[config.mk]
export PLATFORM = sky130hd
export DESIGN_NAME = lavm_front
export DESIGN_NICKNAME = d
export VERILOG_FILES = /design/src/rtl/lavm_pkg.sv /design/src/rtl/lavm_front.sv
export SDC_FILE = /design/constraint.sdc
export NUM_CORES = 1
export LEC_CHECK = 0
export BUFFER_PORTS_ARGS = -buffer_cell sky130_fd_sc_hd__buf_2
export CORE_AREA = 2 2 227 229
export DETAILED_ROUTE_END_ITERATION = 10
export DIE_AREA = 0 0 229 231
export SLEW_MARGIN = 20
export SYNTH_ARGS = -nofsm -noshare
export SYNTH_HDL_FRONTEND = slang
export SYNTH_SLANG_ARGS = --single-unit
[constraint.sdc]
create_clock -name vclk -period 4.04
set_clock_uncertainty 0.05 [all_clocks]
set_input_delay 0 -clock vclk [all_inputs]
set_output_delay 0 -clock vclk [all_outputs]
set_load 0.01 [all_outputs]
[src/rtl/lavm_pkg.sv]
// Shared types, index tables and saturation helper for the look-at view matrix block.
// No dependencies; every other file of the block imports this package.
`timescale 1ns / 1ps

package lavm_pkg;

  typedef logic [2:0][31:0] vec32_t;
  typedef logic [2:0][32:0] vec33_t;
  typedef logic [2:0][63:0] vec64_t;

  typedef struct packed {
    vec32_t eye;
    vec33_t dif;
    vec32_t up;
    logic   dif_zero;
  } job_t;

  typedef struct packed {
    logic done;
    logic zero;
  } norm_rsp_t;

  localparam int unsigned ROOT_STEPS = 32;

  function automatic logic [1:0] cross_a(input logic [3:0] j);
    logic [1:0] r;
    unique case (j)
      4'd0: r = 2'd1;
      4'd1: r = 2'd2;
      4'd2: r = 2'd2;
      4'd3: r = 2'd0;
      4'd4: r = 2'd0;
      4'd5: r = 2'd1;
      default: r = 2'd0;
    endcase
    return r;
  endfunction

  function automatic logic [1:0] cross_b(input logic [3:0] j);
    logic [1:0] r;
    unique case (j)
      4'd0: r = 2'd2;
      4'd1: r = 2'd1;
      4'd2: r = 2'd0;
      4'd3: r = 2'd2;
      4'd4: r = 2'd1;
      4'd5: r = 2'd0;
      default: r = 2'd0;
    endcase
    return r;
  endfunction

  function automatic logic [1:0] dot_row(input logic [3:0] j);
    logic [1:0] r;
    if (j < 4'd3) begin
      r = 2'd0;
    end else if (j < 4'd6) begin
      r = 2'd1;
    end else begin
      r = 2'd2;
    end
    return r;
  endfunction

  function automatic logic [1:0] dot_col(input logic [3:0] j);
    logic [1:0] r;
    unique case (j)
      4'd0, 4'd3, 4'd6: r = 2'd0;
      4'd1, 4'd4, 4'd7: r = 2'd1;
      4'd2, 4'd5, 4'd8: r = 2'd2;
      default: r = 2'd0;
    endcase
    return r;
  endfunction

  function automatic logic [31:0] sat32(input logic signed [65:0] v);
    logic [31:0] r;
    if ((&v[65:31]) || !(|v[65:31])) begin
      r = v[31:0];
    end else if (v[65]) begin
      r = 32'h8000_0000;
    end else begin
      r = 32'h7FFF_FFFF;
    end
    return r;
  endfunction

endpackage

[src/rtl/lavm_front.sv]
// Intake side: takes an input word, forms eye minus center and flags a zero view direction.
// Depends on lavm_pkg; feeds lavm_fifo.
`timescale 1ns / 1ps

module lavm_front (
  input  logic          in_valid_i,
  output logic          in_stall_o,
  input  logic [31:0]   eye_x_i,
  input  logic [31:0]   eye_y_i,
  input  logic [31:0]   eye_z_i,
  input  logic [31:0]   center_x_i,
  input  logic [31:0]   center_y_i,
  input  logic [31:0]   center_z_i,
  input  logic [31:0]   up_x_i,
  input  logic [31:0]   up_y_i,
  input  logic [31:0]   up_z_i,
  input  logic          full_i,
  output logic          push_o,
  output lavm_pkg::job_t job_o
);
  import lavm_pkg::*;

  vec32_t eye, ctr;

  assign eye = {eye_z_i, eye_y_i, eye_x_i};
  assign ctr = {center_z_i, center_y_i, center_x_i};

  always_comb begin
    job_o.eye = eye;
    job_o.up  = {up_z_i, up_y_i, up_x_i};
    for (int i = 0; i < 3; i++) begin
      job_o.dif[i] = {eye[i][31], eye[i]} - {ctr[i][31], ctr[i]};
    end
    job_o.dif_zero = (job_o.dif == '0);
  end

  assign in_stall_o = full_i;
  assign push_o     = in_valid_i && !full_i;

endmodule

==> key figures <==
Yosys
  • Synth top area cells: buf_4 20%, ha_1 16%, inv_1 6.4%, a21oi_1 6.2%, xor2_1 4.4%
  • Syn Inst Count: 1,084
  • Top-area cell type share of the netlist area: 0.1981
  • Mapped Nets: 1,473
  • Seq/Total Area, Yosys: 0
  • Most common cell in the netlist: buf_4
  • Cell taking the most area after synthesis: buf_4
  • Synth unique cells: 68
  • Synth top cells by count: 193 x buf_4, 124 x inv_1, 96 x ha_1
  • Mapped Area: 0.007315 mm²
  • Synthesis warning total: 0
  • Syn avg cell area: 6.748 µm²

Worst setup path
  • Worst path bufs/invs: 5
  • Crit path kind: input port to output port
  • Critical-path cell list: buf_8 -> inv_4 -> ha_4 -> fa_2 -> nand2b_4 -> a211oi_4 -> buf_6 -> o21ai_2 -> a21bo_1 -> a211o_1 -> or4b_4 -> or4_4 -> nor4_2 -> nand4_1 -> nor4bb_1 -> buf_4 -> nor4b_4 -> buf_2
  • Top delay family on crit path: simple AND/OR/NAND/NOR gates
  • Setup crit end: job_o[0]
  • Cell depth of the worst setup path: 18
  • Worst path required time: 3990 ps
  • Crit path from: eye_z_i[0]
  • Crit path DAT: 3860 ps
  • CP startpoint kind: input port
  • Crit end category: output port
  • Max stage delay on crit path: 500 ps
  • CP max FO: 2
  • Critical path's slowest cell: or4b_4

Timing
  • Slew HR: 0.4411
  • Least-Margin Pin Slew: 827.9 ps
  • Final setup violation count: 0
  • Fin crit period: 3912 ps
  • Fin. max-slew vios: 0
  • Fin crit share: 0.9683
  • Final hold vios: 0
  • Min Hold Slack: 151.9 ps
  • Fmax: 0.2556 GHz

Die
  • Initial Utilization: 0.1443
  • DIE HEIGHT: 231 µm
  • Core box area: 0.05068 mm²
  • I/O pin total: 584
  • Rows: 83
  • Die Footprint: 0.05290 mm²
  • Die Wd: 229 µm

Worst hold path
  • Min-delay worst type: input port to output port

Placed design
  • HPWL after detailed placement: 34,420 µm
  • Final GP Congestion: 0.8835
  • I/O Buffers: 392

Finish
  • Nets: 1,859
  • Area growth syn-to-layout: 46.00%
  • Fillcell total: 5,856
  • FF+latch count: 0
  • Clock buffer count: 0
  • Reg area: 0 µm²
  • Share of cells above drive strength 1: 0.3774

Global route
  • Total grt overflow: 0
  • First-pass GRT wire length: 54,480 µm
  • Number of global-route vias before repair: 8,607
  • GRT Overall Usage: 0.1356
  • Initial antenna violation count: 6
  • Largest net degree at the start of global routing: 10

Run
  • Number of max-cap violations: 0

Route
  • DRC errors left: 0
  • Post-Route WL: 38,830 µm
  • Post-route antenna net violation count: 0
  • DR WL/cell: 18.06 µm
  • Vias/cell: 4.109
  • Via count: 8,835
  • Initial DRT Pass Iterations: 5
  • DR iter-0 viols: 381

Outcome
  • Status: finished clean
cell families after synthesis:
kind of cell	share of synthesized area
adders and majority gates	0.1724
xor gates and xnor gates	0.08621
and+or+nand+nor	0.1957
AOI/OAI and AO/OA	0.2727
muxes	0.002908
buffers and inverters	0.2701
routing by layer:
metal  track usage  up-vias  part of all wire
met5             0        -           0.00033
met1        0.1731     4074              0.44
met4       0.01116        2            0.0096
met2        0.2502      324              0.50
met3       0.01766       23             0.055
li1              -     4412                 -
layout make-up:
cell class / instances / area, µm² / share of cell area
Inverter: 124 / 467.9 / 0.04382
Tap cell: 680 / 850.8 / 0.07967
Antenna cell: 2 / 5.005 / 0.0004687
Timing Repair Buffer: 592 / 3727 / 0.3490
Multi-Input combinational cell: 752 / 5628 / 0.5270
worst min path at each step:
stage                     from          to  slack, ps  depth (start not counted)
CTS                     full_i  in_stall_o        150                          2
detailed placement  up_x_i[12]   job_o[13]        -50                          0
global route        eye_z_i[0]  job_o[260]        160                          2
floorplan               full_i      push_o         -4                          1
finish                  full_i  in_stall_o        150                          2
global placement    up_x_i[12]   job_o[13]        -50                          0
through the flow:
stage               utilization  cell area, µm²  instances  setup slack, ps  TNS, ps
floorplan                     -            7315       1084            505.1        0
global placement         0.1847            9360       2047           -317.6   -317.6
detailed placement       0.1847            9360       2047           -331.6   -331.6
CTS                      0.2070           10490       2144          -0.6932  -0.6932
global route             0.2106           10670       2148           -6.354   -6.354
finish                   0.2107           10680       2150            128.2        0
placed cells by master (no fill, tap or decap), types with 16 or more instances in the layout:
cell type        n
nor2_1          59
inv_1          123
xnor2_1         34
buf_4          102
dlygate4sd3_1   96
xor2_1          34
nand2_1         70
ha_1            92
nand4_1         18
a21oi_1         84
nand3_1         16
buf_2          390
o21ai_0         40
a21o_1          38
timing repair:
item / CTS / global route
hold buffers: 96 / 0
pin swaps: 16 / 15
buffers inserted: 2 / 4
endpoints found under the hold margin: 96 / 0
endpoints found under the setup margin: 1 / 1
gates resized for setup: 31 / 36
