$ cat src/rtl/lavm_pkg.sv
// Shared types, index tables and saturation helper for the look-at view matrix block.
// No dependencies; every other file of the block imports this package.
`timescale 1ns / 1ps

package lavm_pkg;

  typedef logic [2:0][31:0] vec32_t;
  typedef logic [2:0][32:0] vec33_t;
  typedef logic [2:0][63:0] vec64_t;

  typedef struct packed {
    vec32_t eye;
    vec33_t dif;
    vec32_t up;
    logic   dif_zero;
  } job_t;

  typedef struct packed {
    logic done;
    logic zero;
  } norm_rsp_t;

  localparam int unsigned ROOT_STEPS = 32;

  function automatic logic [1:0] cross_a(input logic [3:0] j);
    logic [1:0] r;
    unique case (j)
      4'd0: r = 2'd1;
      4'd1: r = 2'd2;
      4'd2: r = 2'd2;
      4'd3: r = 2'd0;
      4'd4: r = 2'd0;
      4'd5: r = 2'd1;
      default: r = 2'd0;
    endcase
    return r;
  endfunction

  function automatic logic [1:0] cross_b(input logic [3:0] j);
    logic [1:0] r;
    unique case (j)
      4'd0: r = 2'd2;
      4'd1: r = 2'd1;
      4'd2: r = 2'd0;
      4'd3: r = 2'd2;
      4'd4: r = 2'd1;
      4'd5: r = 2'd0;
      default: r = 2'd0;
    endcase
    return r;
  endfunction

  function automatic logic [1:0] dot_row(input logic [3:0] j);
    logic [1:0] r;
    if (j < 4'd3) begin
      r = 2'd0;
    end else if (j < 4'd6) begin
      r = 2'd1;
    end else begin
      r = 2'd2;
    end
    return r;
  endfunction

  function automatic logic [1:0] dot_col(input logic [3:0] j);
    logic [1:0] r;
    unique case (j)
      4'd0, 4'd3, 4'd6: r = 2'd0;
      4'd1, 4'd4, 4'd7: r = 2'd1;
      4'd2, 4'd5, 4'd8: r = 2'd2;
      default: r = 2'd0;
    endcase
    return r;
  endfunction

  function automatic logic [31:0] sat32(input logic signed [65:0] v);
    logic [31:0] r;
    if ((&v[65:31]) || !(|v[65:31])) begin
      r = v[31:0];
    end else if (v[65]) begin
      r = 32'h8000_0000;
    end else begin
      r = 32'h7FFF_FFFF;
    end
    return r;
  endfunction

endpackage

$ cat src/rtl/lavm_fifo.sv
// Two-entry queue of jobs between the intake side and the compute engine.
// Depends on lavm_pkg for the job type.
`timescale 1ns / 1ps

module lavm_fifo (
  input  logic          clk_i,
  input  logic          rst_ni,
  input  logic          push_i,
  input  lavm_pkg::job_t data_i,
  output logic          full_o,
  input  logic          pop_i,
  output logic          valid_o,
  output lavm_pkg::job_t data_o
);
  import lavm_pkg::*;

  job_t       mem_q [2];
  logic       wr_q, rd_q;
  logic [1:0] cnt_q;

  assign full_o  = (cnt_q == 2'd2);
  assign valid_o = (cnt_q != 2'd0);
  assign data_o  = mem_q[rd_q];

  always_ff @(posedge clk_i or negedge rst_ni) begin
    if (!rst_ni) begin
      wr_q  <= 1'b0;
      rd_q  <= 1'b0;
      cnt_q <= 2'd0;
    end else begin
      if (push_i) begin
        wr_q <= ~wr_q;
      end
      if (pop_i) begin
        rd_q <= ~rd_q;
      end
      if (push_i && !pop_i) begin
        cnt_q <= cnt_q + 2'd1;
      end else if (pop_i && !push_i) begin
        cnt_q <= cnt_q - 2'd1;
      end
    end
  end

  always_ff @(posedge clk_i) begin
    if (push_i) begin
      mem_q[wr_q] <= data_i;
    end
  end

endmodule

$ cat config.mk
export PLATFORM = sky130hd
export DESIGN_NAME = lavm_fifo
export DESIGN_NICKNAME = d
export VERILOG_FILES = /design/src/rtl/lavm_pkg.sv /design/src/rtl/lavm_fifo.sv
export SDC_FILE = /design/constraint.sdc
export NUM_CORES = 1
export LEC_CHECK = 0
export ABC_AREA = 1
export BUFFER_PORTS_ARGS = -buffer_cell sky130_fd_sc_hd__buf_2
export CORE_AREA = 2 2 227 229
export DETAILED_ROUTE_END_ITERATION = 16
export DIE_AREA = 0 0 229 231
export GPL_ROUTABILITY_DRIVEN = 0
export PLACE_DENSITY = 0.75
export SLEW_MARGIN = 15
export SYNTH_ARGS = -nofsm -noshare
export SYNTH_HDL_FRONTEND = slang
export SYNTH_SLANG_ARGS = --single-unit
$ cat constraint.sdc
create_clock -name clk_i -period 40.7 [get_ports clk_i]
set_input_delay 0 -clock clk_i [delete_from_list [all_inputs] [get_ports clk_i]]
set_output_delay 0 -clock clk_i [all_outputs]
set_load 0.01 [all_outputs]
==> summary.md <==
| Metric | Value |
|---|---|
| Least-Margin Pin Slew | 1.24 ns |
| Grt ovf | 0 |
| Crit Path Max Fanout | 58 |
| Largest family of logic cells by synthesized area | multiplexers |
| Most frequent cells in the layout | buf_2, edfxtp_1, dlygate4sd3_1 |
| DRT iter0 DRCs | 690 |
| Seq cells post-synth | 588 |
| Synth Area in Simple Gates | 0.184% |
| Critical path type | reg -> out |
| Syn avg cell area | 24.0 sq um |
| Synthesized cell area | 0.0225 sq mm |
| Endpoints failing setup | 0 |
| WP data arrival | 3.73 ns |
| Vias in the first global route | 13.4k |
| Die Width | 229 microns |
| DRT Pass-1 Iters | 4 |
| Startpoint Class | flip-flop |
| Overall Power | 0.00201 W |
| Commonest non-fill, non-tap cell in the layout | buf_2 |
| Fin. Hold Viols | 0 |
| CTS max path bufs | 3 |
| Mux cell area share after synthesis | 19.2% |
| Min Tclk post-route | 3.73 ns |
| PortBufs | 589 |
| Period utilisation layout | 9.17% |
| Inserted Clock Buffers | 58 |
| VDD IR max | 57.8 uV |
| Clock Sinks | 588 |
| PwrDens | 65.4 mW/mm^2 |
| WL/cell | 20.8 microns |
| Synth Area in XOR/XNOR | 0.117% |
| Post-synthesis instance total | 934 |
| ANT nets after route | 0 |
| Row count | 83 |
| Slew HR | 17.4% |
| Compound-Gate Fraction of Synth Area | 0% |
| Post-layout util | 60.6% |
| Core area | 0.0507 sq mm |
| Total GRT Usage | 19.7% |
| WP data required | 40.70 ns |
| Max Freq | 268 MHz |
| Hold/Removal Path Class | in -> reg |
| Routed vias/inst | 4.80 |
| H-tree level count | 2 |
| Via count | 12.4k |
| Layout area overhead | 36.8% |
| Register area share after synthesis | 78.5% |
| Slew Limit Fails | 0 |
| Synth unique cells | 16 |
| Num ports | 590 |
| Setup TNS | 0 ns |
| Post-layout nets | 2152 |
| Synth Net Count | 1231 |
| Layout Skew | 0.0110 ns |
| Post-synthesis adder-cell area fraction | 0.0557% |
| RSZ-0062 raised after global routing | no |
| Reg2Reg Setup Slack | 38.18 ns |
| Layout cell share with drive strength beyond 1 | 51.2% |
| P_leak | 12.4 nW |
| WL final | 53.8 mm |
| Final HPWL DP | 32.1 mm |
| Hold Slack | 0.125 ns |
| Clock latency on the worst-skew pair | 0.59 ns |
| Max Cap Viol | 0 |
| Status | finished, final reports clean |
| Clk root buf | clkbuf_16 |
| Die Area | 0.0529 sq mm |
| Detailed-route DRC error count | 0 |
| Largest net degree at the start of global routing | 197 |
| Die H | 231 microns |
| Crit path capture type | output port |
| Initial antenna violation count | 9 |
| Starting Density | 44.3% |
| Clock-pin transition on the worst setup and hold timing paths | 0.06 ns |
| YS warnings | 0 |
| First-pass GRT wire length | 79.0 mm |
| CTS tree | done |
==> timing repair <==
item                                    CTS  global route
hold endpoints to repair                592             0
endpoints found under the setup margin    0             0
buffers inserted                          0             0
resized for setup                         0             0
hold buffers                            296             0
==> cell usage after synthesis <==
library cell,instances,area [sq um]
xor2_1,2,17.5
xnor2_1,1,8.76
nand2_1,6,22.5
buf_2,2,10.0
nand4_1,1,6.26
nor2_1,2,7.51
mux2_4,270,4050
mux2_2,22,248
buf_6,19,214
nand3_1,1,5.00
dfrtp_1,4,100
edfxtp_1,584,17500
ha_1,1,12.5
inv_1,7,26.3
buf_12,1,20.0
buf_8,11,165
==> cell families (layout without fill, tap and decap cells) <==
kind of cell,Yosys count,in the layout
AND/OR/NAND/NOR,10,10
buffers and inverters,40,1007
adder cells (fa/ha/maj),1,1
flip-flops,588,588
other,0,5
multiplexers,292,292
XOR/XNOR,3,3
==> critical path: stages, from the launching register on <==
cell     delay, ns
dfrtp_4       0.67
buf_4         0.89
buf_4         0.92
mux2_2        0.43
buf_2         0.15
==> area by class of cell <==
| type | instances | area (sq um) |
|---|---|---|
| Antenna cell | 5 | 12.5 |
| Clock buffer | 75 | 1540 |
| Clock inverter | 31 | 253 |
| Fill cell | 3507 | 20000 |
| Inverter | 7 | 33.8 |
| Multi-Input combinational cell | 306 | 4390 |
| Sequential cell | 588 | 17600 |
| Tap cell | 680 | 851 |
| Timing Repair Buffer | 894 | 6000 |
==> power by group <==
part | internal [W] | switching, W
clock | 0.000286 | 0.000222
combinational | 0.000325 | 0.000334
sequential | 0.000806 | 0.0000351
==> path summary, 6_finish.rpt <==
path / endpoint / depth (start not counted) / start
min in group asynchronous: rd_q$_DFFE_PN0P_ / 3 / rst_ni
hold reg to reg: cnt_q[1]$_DFFE_PN0P_ / 2 / cnt_q[1]$_DFFE_PN0P_
setup / recovery: data_o[284] / 4 / rd_q$_DFFE_PN0P_
hold / removal: mem_q[0][249]$_DFFE_PP_ / 2 / data_i[249]
max in group asynchronous: rd_q$_DFFE_PN0P_ / 3 / rst_ni
setup reg to reg: mem_q[1][62]$_DFFE_PP_ / 3 / wr_q$_DFFE_PN0P_
==> state kept, by name (all words and copies together) (netlist names) <==
signal	flops
mem_q	584
cnt_q	2
rd_q	1
wr_q	1
==> stage by stage <==
step	instances	setup slack, ns	cell area [sq um]
global placement	2179	37.58	26000
detailed placement	2179	37.57	26000
floorplan	934	27.23	22500
finish	2586	36.97	30700
global route	2585	36.78	30700
CTS	2581	36.92	30700
==> metal layers <==
layer / track usage (%) / wire length (microns) / up-vias
li1: - / - / 5573
met2: 35.3 / 28200 / 539
met5: 0 / 32 / -
met4: 8.85 / 2020 / 6
met1: 22.0 / 19600 / 6171
met3: 5.41 / 4000 / 126
Power figures use the tool's default switching activity.
